File: config.mk
export PLATFORM = sky130hd
export DESIGN_NAME = wftd_mac
export DESIGN_NICKNAME = d
export VERILOG_FILES = /design/src/design/wow_flutter_tape_delay_assert.svh /design/src/design/wftd_pkg.sv /design/src/design/wftd_mac.sv
export SDC_FILE = /design/constraint.sdc
export NUM_CORES = 2
export LEC_CHECK = 0
export BUFFER_PORTS_ARGS = -buffer_cell sky130_fd_sc_hd__buf_2
export CAP_MARGIN = 20
export CELL_PAD_IN_SITES_DETAIL_PLACEMENT = 1
export CELL_PAD_IN_SITES_GLOBAL_PLACEMENT = 1
export CORE_MARGIN = 2
export CORE_UTILIZATION = 47
export CTS_BUF_LIST = sky130_fd_sc_hd__clkbuf_4
export CTS_CLUSTER_DIAMETER = 100
export DETAILED_ROUTE_END_ITERATION = 10
export PLACE_DENSITY = 0.78
export SLEW_MARGIN = 10
export SYNTH_ARGS = -nofsm -noshare
export SYNTH_HDL_FRONTEND = slang
export SYNTH_SLANG_ARGS = --single-unit
File: constraint.sdc
create_clock -name clk -period 8.8 [get_ports clk]
set_input_delay 0.44 -clock clk [delete_from_list [all_inputs] [get_ports clk]]
set_output_delay 0.44 -clock clk [all_outputs]
set_load 0.05 [all_outputs]
File: src/design/wow_flutter_tape_delay_assert.svh
// Assertion macros of the tape delay top module.
`ifndef WOW_FLUTTER_TAPE_DELAY_ASSERT_SVH
`define WOW_FLUTTER_TAPE_DELAY_ASSERT_SVH
// Implication checked on every rising clock edge outside reset.
`define WFTD_ASSERT_IMPL(label, clk, rst_n, ante, cons, msg) \
  label: assert property (@(posedge clk) disable iff (!rst_n) (ante) |-> (cons)) \
    else $error(msg);
// Next-cycle implication checked outside reset.
`define WFTD_ASSERT_NEXT(label, clk, rst_n, ante, cons, msg) \
  label: assert property (@(posedge clk) disable iff (!rst_n) (ante) |=> (cons)) \
    else $error(msg);
`endif

File: src/design/wftd_pkg.sv
// -----------------------------------------------------------------------------
// wftd_pkg
// Types, constants and the quarter-wave sine entry function of the tape delay.
// -----------------------------------------------------------------------------
package wftd_pkg;

  localparam int DELAY_FRAMES_DEF = 2048;
  localparam int SAMPLE_BITS_DEF = 24;
  localparam int SINE_DEPTH_DEF = 256;

  localparam int CFG_IDX_W = 2;
  localparam logic [CFG_IDX_W-1:0] REG_WOW_STEP = 2'd0;
  localparam logic [CFG_IDX_W-1:0] REG_DEPTH = 2'd1;
  localparam logic [CFG_IDX_W-1:0] REG_MIX = 2'd2;
  localparam int CFG_DATA_W = 19;

  localparam logic [18:0] WOW_STEP_RST = 19'd44739;
  localparam logic [16:0] DEPTH_RST = 17'd36864;
  localparam logic [16:0] MIX_RST = 17'd32768;
  localparam logic [31:0] SEED_RST = 32'd1234567;
  localparam logic [31:0] LCG_MUL = 32'd1664525;
  localparam logic [31:0] LCG_ADD = 32'd1013904223;

  typedef struct packed {
    logic signed [23:0] left_in;
    logic signed [23:0] right_in;
  } in_item_t;

  typedef struct packed {
    logic signed [23:0] left_out;
    logic signed [23:0] right_out;
  } out_item_t;

  // Quarter-wave sine entry k of a table of depth 2**dbits, unsigned Q1.16. Elaboration only.
  function automatic logic [16:0] rom_entry(input longint k, input int dbits);
    longint x, x2, a, s;
    x = (k * 64'sd1686629713) >>> dbits;
    x2 = (x * x) >>> 30;
    a = 64'sd1073741824 - x2 / 110;
    a = 64'sd1073741824 - ((x2 * a) >>> 30) / 72;
    a = 64'sd1073741824 - ((x2 * a) >>> 30) / 42;
    a = 64'sd1073741824 - ((x2 * a) >>> 30) / 20;
    a = 64'sd1073741824 - ((x2 * a) >>> 30) / 6;
    s = (x * a) >>> 30;
    s = (s + 8192) >>> 14;
    if (s > 65536) s = 65536;
    if (s < 0) s = 0;
    return s[16:0];
  endfunction

endpackage

File: src/design/wftd_mac.sv
// -----------------------------------------------------------------------------
// wftd_mac
// Shared multiplier: a signed product plus addend, shifted right, registered.
// -----------------------------------------------------------------------------
module wftd_mac import wftd_pkg::*; (
  input  logic               clk,
  input  logic signed [33:0] op_a,
  input  logic signed [33:0] op_b,
  input  logic signed [63:0] addend,
  input  logic [5:0]         shift,
  output logic signed [63:0] res_r
);
  logic signed [67:0] prod;

  // The sum is floored by an arithmetic shift.
  assign prod = op_a * op_b + 68'(addend);

  always_ff @(posedge clk) begin
    res_r <= 64'(prod >>> shift);
  end
endmodule

## Word level (Yosys, flattened, before mapping)

Index checks and enable logic that the tools add are counted.
W data, S select, Z words.

| cells by class | value |
|---|---|
| add/sub/neg operators | 1 |
| multipliers | 1 |
| shifts and indexed selects | 1 |

Operator list:

| kind | number |
|---|---|
| $add A68 B64 Y68 | 1 |
| $mul A34 B34 Y68 | 1 |
| $sshr A68 B6 Y64 | 1 |

| storage, ports and cells | value |
|---|---|
| bits in registers | 64 |
| input bits | 139 |
| logic and storage cells | 4 |

## Depth between registers and ports, before layout

| depth | value |
|---|---|
| depth in word-level cells | 3 |
| mapped depth | 33 |
| mapped depth without buffers | 30 |

## Worst setup path before layout

OpenSTA, ideal clock, no wires.

| path | value |
|---|---|
| path kind | in2reg |
| start | input op_a[33] |
| end | register res_r[24] |
| data arrival time | 8.985 ns |
| data required time | 8.721 ns |
| path slack | -0.264 ns |
| stages on the path | 26 |
| path buffers | 2 |
| cell sequence | clkbuf_1 -> and2_1 -> fa_1 -> inv_1 -> fa_1 -> fa_1 -> fa_1 -> fa_1 -> fa_1 -> fa_1 -> fa_1 -> inv_1 -> ha_1 -> buf_6 -> a211oi_2 -> o21bai_2 -> a221oi_4 -> o21bai_2 -> mux2_1 -> a211o_1 -> nor3_1 -> a21oi_1 -> mux2_4 -> mux4_2 -> o221a_1 -> a211oi_2 |

| between the ends | value |
|---|---|
| word-level cells in the longest chain between the ends | 3 |

Ends and longest elaborated chain:

| element | RTL line | source |
|---|---|---|
| start: declaration | wftd_mac.sv:7 | `input logic signed [33:0] op_a,` |
| $mul A34 B34 Y68 | wftd_mac.sv:16 | `assign prod = op_a * op_b + 68'(addend);` |
| $add A68 B64 Y68 | wftd_mac.sv:16 |  |
| $sshr A68 B6 Y64 | wftd_mac.sv:19 | `res_r <= 64'(prod >>> shift);` |
| end signal: assignment | wftd_mac.sv:19 |  |
| end: declaration | wftd_mac.sv:11 | `output logic signed [63:0] res_r` |

No other way between the ends.

## Worst setup path in the final report

| path | value |
|---|---|
| start | input op_a[20] |
| end | register res_r[31] |

Same word-level chain as after synthesis.

==> out/qor.csv <==
stage,metric,value,unit
routing,remaining antenna violation count,0,
timing,final period utilization,1.01,
flow_run,number of max-cap violations,0,
clock_tree,H-tree Lvls,3,
timing,final setup fails,2,
timing,relative slew slack,0.419,
placement,placed standard-cell area,0.0577,mm2
layout,Largest Register,res_r,
clock_tree,clock slew at reported path FFs,0.10,ns
timing,Final Max Tran Viols,0,
setup_path,crit start category,input port,
synthesis,Netlist Area Pre-Place,0.0503,mm2
layout,Storage cell area,0.00128,mm2
routing,total wire length,193000,um
routing,DR vias,43423,
clock_tree,cts bufs inserted,9,
timing,fin worst setup slack,-0.0559,ns
clock_tree,CTS tree,built,
routing,drt drc,0,
setup_path,worst setup path startpoint,op_a[20],
layout,Largest register FFs,64,
die,initial core utilization,0.475,
placement,Final GP Congestion,0.962,
die,Die Area,0.110,mm2
timing,Final Hold Viols,0,
synthesis,library cells used by synthesis,107,
hold_path,Worst Hold Path Cells,3,
timing,crit path time final,8.86,ns
clock_tree,# clock sinks,64,
synthesis,YS warnings,0,
hold_path,min-delay src,shift[2],
timing,setup_tns,-0.0633,ns
setup_path,Worst Setup End Kind,flop,
synthesis,cell with the most instances after synthesis,fa_1,
hold_path,worst hold endpoint,res_r[51]$_DFF_P_,
die,Rows,119,
grt,vias in the first global route,50589,
synthesis,number of synthesized flops with an enable pin,0,
die,core area,0.106,mm2
layout,area occupied by multi-input gates,0.0456,mm2
synthesis,commonest cells in the netlist,"1,341 x fa_1, 858 x nand2_1, 717 x inv_1, 470 x and2_1, 280 x clkbuf_1",
grt,largest net degree at the start of global routing,75,
clock_tree,CTS root buf,clkbuf_4,
routing,post-DR wirelength/cell,26.4,um
setup_path,data required time of the critical path,9.06,ns
synthesis,"Seq/Total Area, Yosys",0.0255,
synthesis,Syn Inst Count,5268,
die,die height,331,um
setup_path,peak fanout along the critical path,8,
routing,WL met2,96900,um
synthesis,"area leader, netlist",fa_1,
layout,nets@finish,7614,
grt,first-pass GRT wire length,295000,um
synthesis,Syn Area/Cell,9.54,um2
synthesis,Syn Nets,6983,
die,die width,331,um
die,I/O pins,203,
grt,initial antenna violation count,5,
timing,Max Freq,0.113,GHz
routing,met3 WL,12300,um
synthesis,synth top area cells,"fa_1 53%, nand2_1 6.4%, and2_1 5.9%",
placement,# port buffers,202,
clock_tree,Post-CTS Hold Buffers,0,
routing,Max Used Layer,met5,
outcome,status,"finished, violations left",
synthesis,Synth async-reset ratio,0,
synthesis,Synth top area share,0.534,
layout,fin area,0.0589,mm2
layout,Top Registers,res_r (64),
layout,Area growth syn-to-layout,17.2,%
hold_path,Hold/Removal Path Class,input port to flop,
setup_path,CP Class,input port to flop,
layout,FILL cells,12003,
timing,RSZ-0062 raised after global routing,true,
placement,Place WS,-0.778,ns
grt,grt ovf,0,
routing,number of DRC markers in iteration 0,3692,
routing,wire length on met1,70200,um
layout,fin util,0.557,
outcome,failing checks,negative setup slack,
layout,layout cells sized above 1,0.208,
clock_tree,worst-case clock buffer depth,2,
synthesis,post-synthesis register bit count,64,
grt,Total GRT Usage,0.357,
routing,via/cell ratio,5.95,
timing,Least-Margin Pin Slew,0.868,ns
setup_path,critical path arrival,9.12,ns
synthesis,Synth Flop Type,dfxtp_1,
placement,Final HPWL DP,166000,um
routing,DRT Pass-1 Iters,6,
[placed cells by master, fill, tap and decap left out, types with 29 or more instances in the layout]
cell / n
a21oi_1: 124
dfxtp_1: 64
inv_1: 715
buf_12: 51
xnor2_1: 44
nor2_1: 167
buf_2: 173
o211ai_1: 44
and2_1: 465
mux2i_1: 58
ha_1: 220
fa_1: 1327
nand3_1: 50
mux4_2: 30
o21ai_1: 32
nand2b_1: 40
nor3_1: 36
nand4_1: 44
a21oi_2: 29
nand2_1: 858
buf_4: 720
o21ai_0: 70
[layer usage]
| metal | track usage | vias to the layer above |
|---|---|---|
| met2 | 0.619 | 2071 |
| met1 | 0.436 | 22898 |
| li1 | - | 17747 |
| met4 | 0.201 | 4 |
| met3 | 0.0394 | 703 |
| met5 | 0 | - |
[metrics by stage]
step,hold slack [ns],std cells
after CTS,0.641,7276
after floorplan,0.700,5268
final,0.682,7297
after detailed placement,0.910,7254
after global placement,0.910,7254
after global routing,0.678,7294
[worst max-delay path: stages]
cell	delay, ns
clkbuf_4	0.20
buf_4	0.21
and2_1	0.16
fa_1	0.53
inv_1	0.06
fa_1	0.48
fa_1	0.60
fa_1	0.49
fa_1	0.52
fa_1	0.61
fa_1	0.45
fa_1	0.54
inv_1	0.07
ha_2	0.37
nand2_1	0.14
nor4_2	0.35
a22o_1	0.29
and2_1	0.22
a21oi_1	0.13
buf_4	0.19
o211ai_1	0.51
a31o_2	0.36
nand2_1	0.09
and2_1	0.21
a2111oi_0	0.70
a2111oi_0	0.15
[kinds of logic after synthesis]
| logic type | synth area share |
|---|---|
| simple gates | 0.167 |
| fa+ha+maj | 0.593 |
| flops | 0.0255 |
| xor+xnor | 0.0127 |
| buf+inv | 0.0829 |
| mux | 0.0323 |
| compound gates | 0.0870 |
[area by class of cell]
cell class,count,area share
repair buffers,965,0.127
flip-flops and latches,64,0.0218
clock buffers,10,0.00127
inverters,720,0.0459
diodes,3,0.000127
multi-input cells,4139,0.774
well taps,1391,0.0296
clock inverters,5,0.000425
[what timing repair did]
action	in CTS	in global routing
resized for setup	34	173
pin swaps	4	41
cloned	0	1
setup buffers	7	17
endpoints found under the hold margin	0	0
setup endpoints to repair	59	62
[worst max path at each step]
stage | endpoint | slack, ns | depth (start not counted)
2_1_floorplan | res_r[24]$_DFF_P_ | 0.02 | 27
3_3_place_gp | res_r[4]$_DFF_P_ | -0.56 | 34
3_5_place_dp | res_r[4]$_DFF_P_ | -0.78 | 34
4_1_cts | res_r[22]$_DFF_P_ | -0.003 | 35
5_1_grt | res_r[22]$_DFF_P_ | -0.13 | 29
6_report | res_r[31]$_DFF_P_ | -0.06 | 26
Power is left out: the tool's default activity adds up to more than one toggle a clock period on the data nets, which glitch-free logic cannot reach.
